===== src/rtl/assert_macros.svh =====
// Assertion macros for the RTL file that carries checks.
`ifndef ASSERT_MACROS_SVH
`define ASSERT_MACROS_SVH

// Same-cycle implication, disabled during reset.
`define ASSERT_IMPL(lbl, clk, rst, ante, cons) \
  lbl: assert property (@(posedge clk) disable iff (rst) (ante) |-> (cons)) \
    else $error("assertion failed");

// Next-cycle implication, disabled during reset.
`define ASSERT_NEXT(lbl, clk, rst, ante, cons) \
  lbl: assert property (@(posedge clk) disable iff (rst) (ante) |=> (cons)) \
    else $error("assertion failed");

`endif


===== src/rtl/ntt_pkg.sv =====
// Shared types, constants and twiddle tables for the NTT polynomial multiplier.
`timescale 1ns / 1ps
`default_nettype none

package ntt_pkg;

  // Store geometry
  localparam int LOG_MAX_LEN = 12;
  localparam int DEPTH       = 1 << LOG_MAX_LEN;
  localparam int ADDR_W      = LOG_MAX_LEN;
  localparam int CNT_W       = LOG_MAX_LEN + 1;

  // Field widths
  localparam int MOD_W  = 30;
  localparam int IDX_W  = 12;
  localparam int DEG_W  = 12;
  localparam int TOT_W  = DEG_W + 1;
  localparam int BITS_W = 4;
  localparam int CMD_W  = 2;

  localparam logic [MOD_W-1:0] MODULUS = 30'd998244353;
  localparam longint unsigned MODULUS_L = 64'd998244353;
  localparam longint unsigned ROOT_FWD  = 64'd3;
  localparam longint unsigned ROOT_INV  = 64'd332748118;

  // Command codes
  localparam logic [CMD_W-1:0] CMD_WRITE_A  = 2'd0;
  localparam logic [CMD_W-1:0] CMD_WRITE_B  = 2'd1;
  localparam logic [CMD_W-1:0] CMD_MULTIPLY = 2'd2;
  localparam logic [CMD_W-1:0] CMD_READ     = 2'd3;

  typedef struct packed {
    logic [CMD_W-1:0] command;
    logic [IDX_W-1:0] index;
    logic [MOD_W-1:0] value;
  } ntt_in_t;

  typedef struct packed {
    logic [MOD_W-1:0] read_value;
    logic             status;
  } ntt_out_t;

  // Modular multiplier handshake
  typedef struct packed {
    logic             start;
    logic [MOD_W-1:0] op_a;
    logic [MOD_W-1:0] op_b;
  } mm_req_t;

  typedef struct packed {
    logic             done;
    logic [MOD_W-1:0] product;
  } mm_rsp_t;

  typedef logic [LOG_MAX_LEN-1:0][MOD_W-1:0] step_tab_t;
  typedef logic [LOG_MAX_LEN:0][MOD_W-1:0]   inv_len_tab_t;

  // Elaboration-time modular power
  function automatic longint unsigned pow_mod_c(longint unsigned base,
                                                longint unsigned expo);
    longint unsigned acc;
    longint unsigned b;
    longint unsigned e;
    acc = 64'd1;
    b   = base % MODULUS_L;
    e   = expo;
    while (e != 64'd0) begin
      if ((e & 64'd1) != 64'd0) acc = (acc * b) % MODULUS_L;
      b = (b * b) % MODULUS_L;
      e = e >> 1;
    end
    return acc;
  endfunction

  // Per-level twiddle step: root^((p-1)/2^(s+1))
  function automatic step_tab_t make_steps(logic inv);
    step_tab_t t;
    for (int s = 0; s < LOG_MAX_LEN; s++) begin
      t[s] = MOD_W'(pow_mod_c(inv ? ROOT_INV : ROOT_FWD, (MODULUS_L - 64'd1) >> (s + 1)));
    end
    return t;
  endfunction

  // Inverse of each transform length 2^k
  function automatic inv_len_tab_t make_inv_len();
    inv_len_tab_t t;
    for (int k = 0; k <= LOG_MAX_LEN; k++) begin
      t[k] = MOD_W'(pow_mod_c(64'd1 << k, MODULUS_L - 64'd2));
    end
    return t;
  endfunction

  localparam step_tab_t    FWD_STEPS = make_steps(1'b0);
  localparam step_tab_t    INV_STEPS = make_steps(1'b1);
  localparam inv_len_tab_t INV_LEN   = make_inv_len();

endpackage

`default_nettype wire


===== src/rtl/ntt_mulmod.sv =====
// Bit-serial modular multiplier, one operand bit per cycle, MSB first.
`timescale 1ns / 1ps
`default_nettype none

module ntt_mulmod (
  input  wire logic             clk,
  input  wire logic             rst,
  input  wire ntt_pkg::mm_req_t req,
  output ntt_pkg::mm_rsp_t      rsp
);

  localparam int CW = $clog2(ntt_pkg::MOD_W);

  logic                      busy;
  logic                      done;
  logic [CW-1:0]             cnt;
  logic [ntt_pkg::MOD_W-1:0] acc;
  logic [ntt_pkg::MOD_W-1:0] a_reg;
  logic [ntt_pkg::MOD_W-1:0] b_reg;
  logic [ntt_pkg::MOD_W+1:0] sum;
  logic [ntt_pkg::MOD_W+1:0] p1;
  logic [ntt_pkg::MOD_W+1:0] p2;
  logic [ntt_pkg::MOD_W-1:0] acc_next;

  // Double-and-add step; the sum stays below 3p
  always_comb begin
    p1  = {2'b00, ntt_pkg::MODULUS};
    p2  = {1'b0, ntt_pkg::MODULUS, 1'b0};
    sum = {1'b0, acc, 1'b0} + (b_reg[ntt_pkg::MOD_W-1] ? {2'b00, a_reg} : '0);
    if (sum >= p2) acc_next = ntt_pkg::MOD_W'(sum - p2);
    else if (sum >= p1) acc_next = ntt_pkg::MOD_W'(sum - p1);
    else acc_next = ntt_pkg::MOD_W'(sum);
  end

  always_ff @(posedge clk) begin
    if (rst) begin
      busy <= 1'b0;
      done <= 1'b0;
      cnt  <= '0;
    end else begin
      done <= 1'b0;
      if (req.start) begin
        busy  <= 1'b1;
        cnt   <= CW'(ntt_pkg::MOD_W - 1);
        acc   <= '0;
        a_reg <= req.op_a;
        b_reg <= req.op_b;
      end else if (busy) begin
        acc   <= acc_next;
        b_reg <= b_reg << 1;
        cnt   <= cnt - 1'b1;
        if (cnt == '0) begin
          busy <= 1'b0;
          done <= 1'b1;
        end
      end
    end
  end

  assign rsp.done    = done;
  assign rsp.product = acc;

endmodule

`default_nettype wire


===== config.mk =====
export PLATFORM = sky130hd
export DESIGN_NAME = ntt_mulmod
export DESIGN_NICKNAME = d
export VERILOG_FILES = /design/src/rtl/assert_macros.svh /design/src/rtl/ntt_pkg.sv /design/src/rtl/ntt_mulmod.sv
export SDC_FILE = /design/constraint.sdc
export NUM_CORES = 1
export LEC_CHECK = 0
export BUFFER_PORTS_ARGS = -buffer_cell sky130_fd_sc_hd__buf_2
export CAP_MARGIN = 20
export CORE_AREA = 2 2 91 137
export CTS_CLUSTER_SIZE = 40
export DETAILED_ROUTE_END_ITERATION = 10
export DIE_AREA = 0 0 93 139
export GPL_ROUTABILITY_DRIVEN = 1
export PLACE_DENSITY = 0.82
export SLEW_MARGIN = 20
export SYNTH_ARGS = -nofsm -noshare
export SYNTH_HDL_FRONTEND = slang
export SYNTH_SLANG_ARGS = --single-unit

===== constraint.sdc =====
create_clock -name clk -period 12.2 [get_ports clk]
set_clock_uncertainty 0.05 [all_clocks]
set_input_delay 1.83 -clock clk [delete_from_list [all_inputs] [get_ports clk]]
set_output_delay 1.83 -clock clk [all_outputs]
set_load 0.05 [all_outputs]

==> summary.json, run 1 <==
{
  "worst_setup_path": {
    "crit_arrival_ns": 6.51,
    "worstReg2RegStart": "b_reg[29]",
    "setup.worst_path.end_class": "flop",
    "worst_setup_path_startpoint": "b_reg[29]",
    "crit_path_max_fanout": 30,
    "crit_path_max_incr_delay_ns": 0.92,
    "path_common_cell": "sky130_fd_sc_hd__a211oi_2",
    "cp_cell_sequence": "and2_1, ha_1, inv_1, fa_1, and2b_4, o2111ai_4, a2111oi_4, a211oi_2, xnor2_1, nand3b_1, nor4_1, a211oi_2, nor2_2, mux2i_1, a21oi_1, a31o_2",
    "required_ns": 12.27,
    "critPathSlowestCell": "sky130_fd_sc_hd__edfxtp_1",
    "start_kind": "flop",
    "crit_type": "reg -> reg"
  },
  "die": {
    "pin_count": 94,
    "start_util": 0.587,
    "dieArea_sq_mm": 0.0129,
    "coreArea_sq_mm": 0.0118,
    "floorplan_die_width_um": 93,
    "row_count": 49,
    "die_h_um": 139
  },
  "hold_path": {
    "hold_path_startpoint": "cnt[1]",
    "min-delay-path-class": "reg -> reg"
  },
  "cts": {
    "clock_transition_at_the_registers_of_the_reported_paths_ns": 0.08,
    "tritoncts.num_buffers": 9,
    "h-tree-depth": 3,
    "post-cts-setup-buffers": 0,
    "holdBufCountCts": 0,
    "worst_skew_pair_later_pin_latency_ns": 0.35,
    "ctsRootBufferMaster": "sky130_fd_sc_hd__clkbuf_16",
    "post_cts_resize_count": 0,
    "cts_tree": "done",
    "cts.path.max_buffers": 2,
    "cts_num_sinks": 97
  },
  "global_route": {
    "global_route.overflow_total": 0,
    "initial_antenna_violation_count": 0,
    "grt_first_pass_wirelength_mm": 28.7,
    "grt_max_degree": 64,
    "grt_util_all_layers": 0.279,
    "via_count_of_the_first_global_routing_pass": 5921
  },
  "yosys": {
    "synthCells": 690,
    "syn-mean-instance-area_sq_um": 10.0,
    "netlist_top_cells_count": "sky130_fd_sc_hd__edfxtp_1, sky130_fd_sc_hd__a21oi_1, sky130_fd_sc_hd__nor2_1",
    "syn-cell-area_sq_mm": 0.00691,
    "synth_async_sr_flop_share": 0,
    "netlist_top_cells_area": "sky130_fd_sc_hd__edfxtp_1, sky130_fd_sc_hd__ha_1, sky130_fd_sc_hd__mux2_2",
    "synth_seq_cells": 97,
    "ys_types": 80,
    "synth_top_cell_by_area": "sky130_fd_sc_hd__edfxtp_1",
    "postSynth.topFlopCell": "sky130_fd_sc_hd__edfxtp_1",
    "synth_enable_flop_cells": 90,
    "synth_warnings": 0,
    "synth_fp_nets": 790,
    "area_share_of_the_largest_cell_type_after_synthesis": 0.391,
    "most_used_standard_cell_by_instance_count_after_synthesis": "sky130_fd_sc_hd__edfxtp_1",
    "ys_seq_area_frac": 0.412
  },
  "drt": {
    "drc_errors": 0,
    "detailedRoute.firstPassIterationCount": 5,
    "detailroute.via_count": 5864,
    "drt-wirelength-per-cell_um": 19.1,
    "drt-total-wl_mm": 17.6,
    "detail_route.iter0.violations": 483,
    "ant_nets": 0,
    "viasPerCell": 6.38
  },
  "final_layout": {
    "ant_diodes": 0,
    "area_growth_pct": 12.3,
    "instances_no_fill": 919,
    "post-route-cell-area_sq_mm": 0.00775,
    "design.final.nets": 861,
    "utilization": 0.659,
    "final_layout_size_suffix_gt1_frac": 0.232
  },
  "power_and_ir_drop": {
    "power.static_leakage_uw": 0.00306,
    "switching_power_uw": 464,
    "powerDensity_mw_per_mm2": 152,
    "netSwitchingFraction": 0.393,
    "power_frac_clock": 0.244,
    "power.share.combinational": 0.400,
    "cellInternalPower_uw": 717,
    "worst_ir_drop_vdd_mv": 0.126,
    "seqPwrFrac": 0.356
  },
  "placed_design": {
    "place.detailed.instances": 903,
    "gpl.final_weighted_congestion": 0.938,
    "pre_cts_slack_ns": 5.80,
    "detailed_place.area_sq_mm": 0.00745,
    "port_buffers": 93,
    "dpl.hpwl_mm": 13.1
  },
  "sta": {
    "max_slew.worst_pin.slew_ns": 0.980,
    "drv_slew": 0,
    "final_critical_path_setup_slack_ns": 5.76,
    "setup_viol_count_final": 0,
    "post-route-min-period_ns": 6.44,
    "finalSetupTns_ns": 0,
    "finalCritPeriodShare": 0.528,
    "peak_clock_frequency_supported_by_timing_mhz": 155,
    "grt_setup_unrepaired": "no",
    "hold_viol": 0,
    "max_slew_margin": 0.328
  },
  "flow_run": {
    "max_cap_violations": 0
  },
  "run_status": {
    "status": "complete, no violations"
  }
}
-- routing by layer --
metal | wire length (um) | GRT usage | up-vias
li1 | - | - | 2781
met1 | 6720 | 0.317 | 2776
met2 | 8910 | 0.489 | 247
met4 | 999 | 0.163 | 0
met3 | 946 | 0.0408 | 60
met5 | 0 | 0 | -
-- logic make-up after synthesis --
kind of cell             count (synthesis)  share of synthesized area
adder cells (fa/ha/maj)                 37                     0.0681
XOR/XNOR                                30                     0.0391
flip-flops                              97                      0.412
buffers and inverters                   54                     0.0313
AND/OR/NAND/NOR                        238                      0.183
multiplexers                            38                     0.0616
AO/OA/AOI/OAI                          196                      0.205
-- power by group through the flow --
stage | registers, uW | logic [uW] | clock network (uW)
floorplan | 468 | 317 | 0
global placement | 427 | 454 | 0
detailed placement | 428 | 462 | 0
CTS | 421 | 466 | 293
global route | 423 | 515 | 303
finish | 420 | 472 | 288
-- critical path, delay by kind of cell (launching register included) --
kind | cells | cell delay (ns)
AOI/OAI and AO/OA | 6 | 1.44
xor gates and xnor gates | 1 | 0.31
adders and majority gates | 2 | 0.63
buffers and inverters | 1 | 0.06
DFF | 1 | 0.92
muxes | 1 | 0.90
and+or+nand+nor | 5 | 1.88
-- cell type report --
cell class                      instances  area (sq um)
Timing Repair Buffer                   96           488
Clock inverter                          7          81.3
Clock buffer                            9           225
Inverter                               18          67.6
Sequential cell                        97          2840
Tap cell                              153           191
Fill cell                             995          4020
Multi-Input combinational cell        539          3860
-- cell usage in the layout (no fill, tap or decap), types with 3 or more instances in the layout --
cell,instances
sky130_fd_sc_hd__a211oi_1,5
sky130_fd_sc_hd__a21o_1,17
sky130_fd_sc_hd__a21oi_1,58
sky130_fd_sc_hd__a31o_2,7
sky130_fd_sc_hd__a31oi_1,6
sky130_fd_sc_hd__and2_1,36
sky130_fd_sc_hd__and3_1,9
sky130_fd_sc_hd__and4_1,7
sky130_fd_sc_hd__buf_2,93
sky130_fd_sc_hd__buf_4,3
sky130_fd_sc_hd__clkbuf_16,9
sky130_fd_sc_hd__dfxtp_1,7
sky130_fd_sc_hd__edfxtp_1,90
sky130_fd_sc_hd__ha_1,36
sky130_fd_sc_hd__inv_1,18
sky130_fd_sc_hd__mux2_2,32
sky130_fd_sc_hd__mux2i_1,5
sky130_fd_sc_hd__nand2_1,44
sky130_fd_sc_hd__nand2b_1,5
sky130_fd_sc_hd__nand3_1,21
sky130_fd_sc_hd__nand4_1,10
sky130_fd_sc_hd__nor2_1,50
sky130_fd_sc_hd__nor3_1,13
sky130_fd_sc_hd__nor4_1,7
sky130_fd_sc_hd__o2111a_1,4
sky130_fd_sc_hd__o2111ai_1,7
sky130_fd_sc_hd__o211a_1,4
sky130_fd_sc_hd__o211ai_1,9
sky130_fd_sc_hd__o21a_1,12
sky130_fd_sc_hd__o21ai_0,19
sky130_fd_sc_hd__o21bai_1,3
sky130_fd_sc_hd__o22ai_1,4
sky130_fd_sc_hd__o31ai_1,8
sky130_fd_sc_hd__or2_2,7
sky130_fd_sc_hd__or3_1,7
sky130_fd_sc_hd__or4_1,6
sky130_fd_sc_hd__xnor2_1,23
sky130_fd_sc_hd__xor2_1,6
-- worst paths after layout --
check | end | slack (ns) | depth (start not counted)
max | acc[14] | 5.76 | 16
min | cnt[1] | 0.49 | 2
max reg2reg | acc[14] | 5.76 | 16
min reg2reg | cnt[1] | 0.49 | 2
-- metrics by stage --
| step | total power, uW | hold slack, ns |
|---|---|---|
| 2_1_floorplan | 785 | 0.442 |
| 3_3_place_gp | 880 | 0.453 |
| 3_5_place_dp | 890 | 0.483 |
| 4_1_cts | 1180 | 0.504 |
| 5_1_grt | 1240 | 0.518 |
| 6_report | 1180 | 0.493 |
Power figures use the tool's default switching activity.
==> inputs of run 2 (changes only) <==
CORE_AREA = 2 2 97 145   (was 2 2 91 137)
DIE_AREA = 0 0 99 147   (was 0 0 93 139)
PLACE_DENSITY = 0.77   (was 0.82)
clock period = 5.7 ns   (was 12.2 ns; I/O delays follow)
==> run 2 against run 1 <==
Fmax up 24%. Worst hold slack better by 0.011 ns. Utilization shrank 6.7 points. Combinational power up 120%. Critical path depth shrank 1. Non-clock buffer count is 18 higher. Power is 120% higher. Sequential cell count stayed put. Critical path type unchanged.
==> summary.json, run 2 (synthesized netlist as in run 1, its figures left out) <==
{
  "final_layout": {
    "area_growth_pct": 14.3,
    "mostFrequentLayoutCells": "sky130_fd_sc_hd__buf_2, sky130_fd_sc_hd__edfxtp_1, sky130_fd_sc_hd__a21oi_1, sky130_fd_sc_hd__nor2_1, sky130_fd_sc_hd__nand2_1",
    "fillers": {"value": 1158, "change": "+16%"},
    "post-route-cell-area": {"value": 0.00790, "unit": "sq mm", "change": "+1.9%"},
    "design.final.nets": {"value": 879, "change": "+2.1%"},
    "ant_diodes": {"value": 0, "change": "unchanged"},
    "most_frequent_standard_cell_in_the_layout_excluding_fill_and_tap_cells": "sky130_fd_sc_hd__buf_2",
    "final_layout_size_suffix_gt1_frac": {"value": 0.250, "change": "+0.0176"}
  },
  "placed_design": {
    "detailed_place.area": {"value": 0.00759, "unit": "sq mm", "change": "+2.0%"},
    "port_buffers": {"value": 93, "change": "unchanged"},
    "dpl.hpwl": {"value": 13.9, "unit": "mm", "change": "+6.3%"},
    "gpl.final_weighted_congestion": {"value": 0.948, "change": "+1.0%"}
  },
  "power_and_ir_drop": {
    "cellInternalPower": {"value": 1570, "unit": "uW", "change": "+120%"},
    "switching_power": {"value": 1020, "unit": "uW", "change": "+120%"},
    "power.share.combinational": {"value": 0.409, "change": "+0.009"},
    "netSwitchingFraction": {"value": 0.393, "change": "about the same"},
    "power.static_leakage": {"value": 0.00314, "unit": "uW", "change": "+2.9%"},
    "seqPwrFrac": {"value": 0.346, "change": "-0.010"},
    "worst_ir_drop_vdd": {"value": 0.170, "unit": "mV", "change": "+35%"},
    "powerDensity": {"value": 328, "unit": "mW/mm^2", "change": "+120%"},
    "power_frac_clock": {"value": 0.245, "change": "about the same"}
  },
  "sta": {
    "max_slew.worst_pin.slew": {"value": 1.08, "unit": "ns", "change": "+0.102 ns"},
    "setup_viol_count_final": {"value": 0, "change": "unchanged"},
    "post-route-min-period": {"value": 5.21, "unit": "ns", "change": "-1.24 ns"},
    "max_slew_margin": {"value": 0.277, "change": "-0.0509"},
    "drv_slew": {"value": 0, "change": "unchanged"},
    "hold_viol": {"value": 0, "change": "unchanged"},
    "grt_setup_unrepaired": "no",
    "finalSetupTns": {"value": 0, "unit": "ns", "change": "unchanged"},
    "peak_clock_frequency_supported_by_timing": {"value": 192, "unit": "MHz", "change": "+24%"},
    "finalCritPeriodShare": {"value": 0.914, "change": "+0.386"}
  },
  "drt": {
    "drc_errors": {"value": 0, "change": "unchanged"},
    "viasPerCell": {"value": 6.25, "change": "-2.0%"},
    "detailroute.via_count": {"value": 5916, "change": "+0.89%"},
    "detail_route.iter0.violations": {"value": 388, "change": "-20%"},
    "drt-wirelength-per-cell": {"value": 19.4, "unit": "um", "change": "+1.4%"},
    "detailedRoute.firstPassIterationCount": {"value": 5, "change": "unchanged"},
    "ant_nets": {"value": 0, "change": "unchanged"},
    "drt-total-wl": {"value": 18.4, "unit": "mm", "change": "+4.4%"}
  },
  "cts": {
    "post-cts-setup-buffers": {"value": 0, "change": "unchanged"},
    "cts_num_sinks": {"value": 97, "change": "unchanged"},
    "clock_transition_at_the_registers_of_the_reported_paths": {"value": 0.08, "unit": "ns", "change": "about the same"},
    "cts_tree": "done",
    "holdBufCountCts": {"value": 0, "change": "unchanged"},
    "cts.path.max_buffers": {"value": 2, "change": "unchanged"},
    "worst_skew_pair_later_pin_latency": {"value": 0.36, "unit": "ns", "change": "about the same"},
    "tritoncts.num_buffers": {"value": 9, "change": "unchanged"},
    "h-tree-depth": {"value": 3, "change": "unchanged"},
    "ctsRootBufferMaster": "sky130_fd_sc_hd__clkbuf_16",
    "post_cts_resize_count": {"value": 0, "change": "unchanged"}
  },
  "die": {
    "pin_count": {"value": 94, "change": "unchanged"},
    "dieArea": {"value": 0.0146, "unit": "sq mm", "change": "+13%"},
    "start_util": {"value": 0.518, "change": "-0.0689"},
    "row_count": {"value": 52, "change": "+6.1%"},
    "coreArea": {"value": 0.0133, "unit": "sq mm", "change": "+13%"},
    "die_h": {"value": 147, "unit": "um", "change": "+5.8%"},
    "floorplan_die_width": {"value": 99, "unit": "um", "change": "+6.5%"}
  },
  "worst_setup_path": {
    "crit_type": "reg -> reg",
    "start_kind": "flop",
    "critPathSlowestCell": "sky130_fd_sc_hd__or4_1",
    "crit_path_max_incr_delay": {"value": 0.55, "unit": "ns", "change": "-0.37 ns"},
    "setup.worst_path.end_class": "flop",
    "required": {"value": 5.86, "unit": "ns", "change": "-6.41 ns"},
    "crit_path_max_fanout": {"value": 17, "change": "-43%"},
    "crit_arrival": {"value": 5.37, "unit": "ns", "change": "-1.14 ns"},
    "timing.reg2reg.setup_slack": {"value": 0.49, "unit": "ns", "change": "-5.26 ns"},
    "cp_cell_sequence": "buf_4, and2_1, ha_1, a21oi_1, o22ai_1, a21o_1, or4_1, a32oi_1, o2111ai_1, nor4_1, a211oi_2, nor2_2, mux2_4, or4_1, a21oi_1"
  },
  "run_status": {
    "status": "complete, no violations"
  },
  "global_route": {
    "initial_antenna_violation_count": {"value": 0, "change": "unchanged"},
    "grt_max_degree": {"value": 60, "change": "-6.3%"},
    "via_count_of_the_first_global_routing_pass": {"value": 5991, "change": "+1.2%"},
    "grt_first_pass_wirelength": {"value": 29.0, "unit": "mm", "change": "+0.96%"},
    "grt_util_all_layers": {"value": 0.250, "change": "-0.0283"},
    "global_route.overflow_total": {"value": 0, "change": "unchanged"}
  },
  "hold_path": {
    "min-delay-path-class": "reg -> reg"
  },
  "flow_run": {
    "max_cap_violations": {"value": 0, "change": "unchanged"}
  }
}
-- run 2: changes by cell type in the layout (fill, tap and decap cells not counted) --
cell,before,now
sky130_fd_sc_hd__inv_8,2,4
sky130_fd_sc_hd__buf_4,3,21
sky130_fd_sc_hd__clkinv_8,2,1
sky130_fd_sc_hd__inv_6,1,0
-- run 2: final timing paths --
check,startpoint,endpoint,cells past startpoint
max,b_reg[29],acc[18],15
max reg2reg,b_reg[29],acc[18],15
min reg2reg,b_reg[17],b_reg[18],1
min,b_reg[17],b_reg[18],1
-- run 2: power by group through the flow --
| stage | sequential [uW] | clock (uW) | combinational (uW) |
|---|---|---|---|
| floorplan | 1000 | 0 | 678 |
| global placement | 911 | 0 | 1030 |
| detailed placement | 912 | 0 | 1040 |
| CTS | 897 | 635 | 1050 |
| global route | 904 | 659 | 1140 |
| finish | 897 | 634 | 1060 |
-- run 2: final cells by class --
| cell class | count | area (sq um) | area share |
|---|---|---|---|
| timing repair buffer | 114 | 623 | 0.0789 |
| sequential | 97 | 2840 | 0.360 |
| multi-input combinational | 539 | 3860 | 0.488 |
| clock buffer | 9 | 225 | 0.0285 |
| inverter | 18 | 67.6 | 0.00856 |
| clock inverter | 7 | 78.8 | 0.00998 |
| tap | 162 | 203 | 0.0257 |
-- run 2: layer usage --
layer / GRT usage / wire length [um]
met2: 0.449 / 9500
met3: 0.0409 / 869
met4: 0.150 / 1060
met1: 0.272 / 6930
met5: 0 / 0
-- run 2: critical path, delay by kind of cell (launching register included) --
| kind | cells | cell delay [ns] |
|---|---|---|
| flops | 1 | 0.41 |
| compound gates | 7 | 1.71 |
| mux | 1 | 0.36 |
| fa+ha+maj | 1 | 0.39 |
| simple gates | 5 | 1.92 |
| buf+inv | 1 | 0.21 |
-- run 2: through the flow --
step                      setup WS [ns]  hold WS, ns  instances   util  total power [uW]
after global placement            0.765        0.454        930  0.569              1940
after detailed placement          0.625        0.487        930  0.569              1950
after CTS                         0.553        0.511        946  0.592              2580
after floorplan                    1.07        0.442        690      -              1680
final                             0.491        0.504        946  0.592              2590
after global routing              0.216        0.521        946  0.592              2710
==> inputs of run 3 (changes only) <==
BUFFER_PORTS_ARGS = default   (was -buffer_cell sky130_fd_sc_hd__buf_2)
CORE_AREA = 2 2 92 138   (was 2 2 97 145)
DIE_AREA = 0 0 94 140   (was 0 0 99 147)
DONT_BUFFER_PORTS = 1   (was default)
TNS_END_PERCENT = 20   (was default)
==> run 3 against run 2 <==
Register-to-register slack got worse by 0.05 ns. First-iteration DRC count increased by 23%. Fmax decreased by 0.95%. Sequential cell count unchanged. Largest power group is now sequential cells. Highest routed layer unchanged.
==> summary.json, run 3 (synthesized netlist as in run 1, its figures left out) <==
{
  "run_status": {
    "status": "complete, no violations"
  },
  "global_route": {
    "via_count_of_the_first_global_routing_pass": {"value": 5584, "change": "-6.8%"},
    "initial_antenna_violation_count": {"value": 0, "change": "unchanged"},
    "grt_max_degree": {"value": 64, "change": "+6.7%"},
    "grt_first_pass_wirelength": {"value": 27.7, "unit": "mm", "change": "-4.4%"},
    "grt_util_all_layers": {"value": 0.267, "change": "+0.0164"},
    "global_route.overflow_total": {"value": 0, "change": "unchanged"}
  },
  "final_layout": {
    "fillers": {"value": 1011, "change": "-13%"},
    "multiInputGateArea": {"value": 0.00386, "unit": "sq mm", "change": "unchanged"},
    "most_frequent_standard_cell_in_the_layout_excluding_fill_and_tap_cells": "sky130_fd_sc_hd__edfxtp_1",
    "area_growth_pct": 7.34,
    "final_layout_size_suffix_gt1_frac": {"value": 0.149, "change": "-0.101"},
    "mostFrequentLayoutCells": "sky130_fd_sc_hd__edfxtp_1, sky130_fd_sc_hd__a21oi_1, sky130_fd_sc_hd__nor2_1, sky130_fd_sc_hd__nand2_1",
    "design.final.nets": {"value": 786, "change": "-11%"},
    "instances_no_fill": {"value": 844, "change": "-11%"},
    "ant_diodes": {"value": 0, "change": "unchanged"},
    "post-route-cell-area": {"value": 0.00741, "unit": "sq mm", "change": "-6.1%"},
    "seqCellArea": {"value": 0.00284, "unit": "sq mm", "change": "unchanged"}
  },
  "sta": {
    "post-route-min-period": {"value": 5.26, "unit": "ns", "change": "+0.0499 ns"},
    "peak_clock_frequency_supported_by_timing": {"value": 190, "unit": "MHz", "change": "-0.95%"},
    "grt_setup_unrepaired": "no",
    "finalSetupTns": {"value": 0, "unit": "ns", "change": "unchanged"},
    "setup_viol_count_final": {"value": 0, "change": "unchanged"},
    "finalCritPeriodShare": {"value": 0.923, "change": "+0.00876"},
    "final_critical_path_setup_slack": {"value": 0.442, "unit": "ns", "change": "-0.0499 ns"},
    "max_slew_margin": {"value": 0.445, "change": "+0.168"},
    "max_slew.worst_pin.slew": {"value": 0.822, "unit": "ns", "change": "-0.259 ns"},
    "hold_viol": {"value": 0, "change": "unchanged"},
    "hold_slack": {"value": 0.499, "unit": "ns", "change": "-0.00474 ns"},
    "drv_slew": {"value": 0, "change": "unchanged"}
  },
  "cts": {
    "post_cts_resize_count": {"value": 0, "change": "unchanged"},
    "cts_tree": "done",
    "clock_transition_at_the_registers_of_the_reported_paths": {"value": 0.08, "unit": "ns", "change": "about the same"},
    "cts_num_sinks": {"value": 97, "change": "unchanged"},
    "post-cts-setup-buffers": {"value": 0, "change": "unchanged"},
    "h-tree-depth": {"value": 3, "change": "unchanged"},
    "cts.path.max_buffers": {"value": 2, "change": "unchanged"},
    "holdBufCountCts": {"value": 0, "change": "unchanged"},
    "ctsRootBufferMaster": "sky130_fd_sc_hd__clkbuf_16",
    "tritoncts.num_buffers": {"value": 9, "change": "unchanged"},
    "worst_skew_pair_later_pin_latency": {"value": 0.35, "unit": "ns", "change": "about the same"}
  },
  "placed_design": {
    "pre_cts_slack": {"value": 0.481, "unit": "ns", "change": "-0.144 ns"},
    "detailed_place.area": {"value": 0.00712, "unit": "sq mm", "change": "-6.3%"},
    "place.detailed.instances": {"value": 828, "change": "-11%"},
    "dpl.hpwl": {"value": 13.1, "unit": "mm", "change": "-5.6%"},
    "port_buffers": {"value": 0, "change": "-100%"},
    "gpl.final_weighted_congestion": {"value": 0.862, "change": "-9.0%"}
  },
  "die": {
    "floorplan_die_width": {"value": 94, "unit": "um", "change": "-5.1%"},
    "dieArea": {"value": 0.0132, "unit": "sq mm", "change": "-9.6%"},
    "pin_count": {"value": 94, "change": "unchanged"},
    "start_util": {"value": 0.578, "change": "+0.0599"},
    "row_count": {"value": 49, "change": "-5.8%"},
    "coreArea": {"value": 0.0120, "unit": "sq mm", "change": "-10%"},
    "die_h": {"value": 140, "unit": "um", "change": "-4.8%"}
  },
  "power_and_ir_drop": {
    "worst_ir_drop_vdd": {"value": 0.220, "unit": "mV", "change": "+29%"},
    "power.static_leakage": {"value": 0.00276, "unit": "uW", "change": "-12%"},
    "powerDensity": {"value": 339, "unit": "mW/mm^2", "change": "+3.4%"}
  },
  "worst_setup_path": {
    "setup.worst_path.end_class": "flop",
    "critPathSlowestCell": "sky130_fd_sc_hd__edfxtp_1",
    "crit_type": "reg -> reg",
    "crit_arrival": {"value": 5.35, "unit": "ns", "change": "-0.02 ns"},
    "crit_path_max_fanout": {"value": 18, "change": "+1"},
    "required": {"value": 5.80, "unit": "ns", "change": "-0.06 ns"},
    "crit_path_max_incr_delay": {"value": 0.65, "unit": "ns", "change": "+0.10 ns"},
    "cp_cell_sequence": "and2_1, ha_1, inv_1, fa_1, and2b_4, o2111ai_4, a2111oi_4, a211oi_2, o31ai_1, xor2_1, nand3_1, a211oi_2, nor2_2, buf_4, mux2i_1, buf_4, and4_1, nor3_1",
    "start_kind": "flop"
  },
  "drt": {
    "drt-total-wl": {"value": 17.4, "unit": "mm", "change": "-5.4%"},
    "detailedRoute.firstPassIterationCount": {"value": 5, "change": "unchanged"},
    "detail_route.iter0.violations": {"value": 478, "change": "+23%"},
    "drt-wirelength-per-cell": {"value": 20.6, "unit": "um", "change": "+6.0%"},
    "detailroute.via_count": {"value": 5461, "change": "-7.7%"},
    "ant_nets": {"value": 0, "change": "unchanged"},
    "viasPerCell": {"value": 6.47, "change": "+3.5%"},
    "drc_errors": {"value": 0, "change": "unchanged"}
  },
  "flow_run": {
    "max_cap_violations": {"value": 0, "change": "unchanged"}
  },
  "hold_path": {
    "min-delay-path-class": "reg -> reg"
  }
}
## run 3: cell count changes in the layout (fill, tap and decap cells not counted)
cell                         before  now
sky130_fd_sc_hd__clkinvlp_4       0    2
sky130_fd_sc_hd__buf_2           93    0
sky130_fd_sc_hd__clkinv_4         2    1
sky130_fd_sc_hd__inv_8            4    2
sky130_fd_sc_hd__inv_6            0    1
## run 3: report_power, final
group | internal (uW) | switching (uW)
registers | 865 | 116
logic | 359 | 560
clock network | 309 | 304
total | 1530 | 979
## run 3: area by class of cell
| type | count | area share |
|---|---|---|
| Multi-Input combinational cell | 539 | 0.520 |
| Sequential cell | 97 | 0.383 |
| Clock buffer | 9 | 0.0304 |
| Tap cell | 153 | 0.0258 |
| Timing Repair Buffer | 21 | 0.0213 |
| Clock inverter | 7 | 0.00962 |
| Inverter | 18 | 0.00911 |
## run 3: stage by stage
| stage | total power (uW) | utilization |
|---|---|---|
| global route | 2630 | 0.620 |
| detailed placement | 1900 | 0.595 |
| global placement | 1880 | 0.595 |
| floorplan | 1680 | - |
| CTS | 2510 | 0.620 |
| finish | 2510 | 0.620 |
## run 3: critical path: cells and delay by family, from the launching register on
family,cells,cell delay (ns)
xor+xnor,1,0.32
compound gates,5,1.63
buf+inv,3,0.42
fa+ha+maj,2,0.59
simple gates,6,1.28
mux,1,0.12
flops,1,0.65
## run 3: routing by layer
metal / vias to the layer above / share of wire / global-route usage
li1: 2626 / - / -
met1: 2641 / 0.40 / 0.305
met2: 165 / 0.53 / 0.484
met3: 29 / 0.050 / 0.0527
met4: 0 / 0.025 / 0.0984
met5: - / 0 / 0
## run 3: worst paths after layout
path                            startpoint         to  slack (ns)  cells past startpoint
worst max-delay path             b_reg[29]    acc[22]        0.44                     18
worst min-delay path             b_reg[14]  b_reg[15]        0.50                      1
worst max register to register   b_reg[29]    acc[22]        0.44                     18
worst min register to register   b_reg[14]  b_reg[15]        0.50                      1
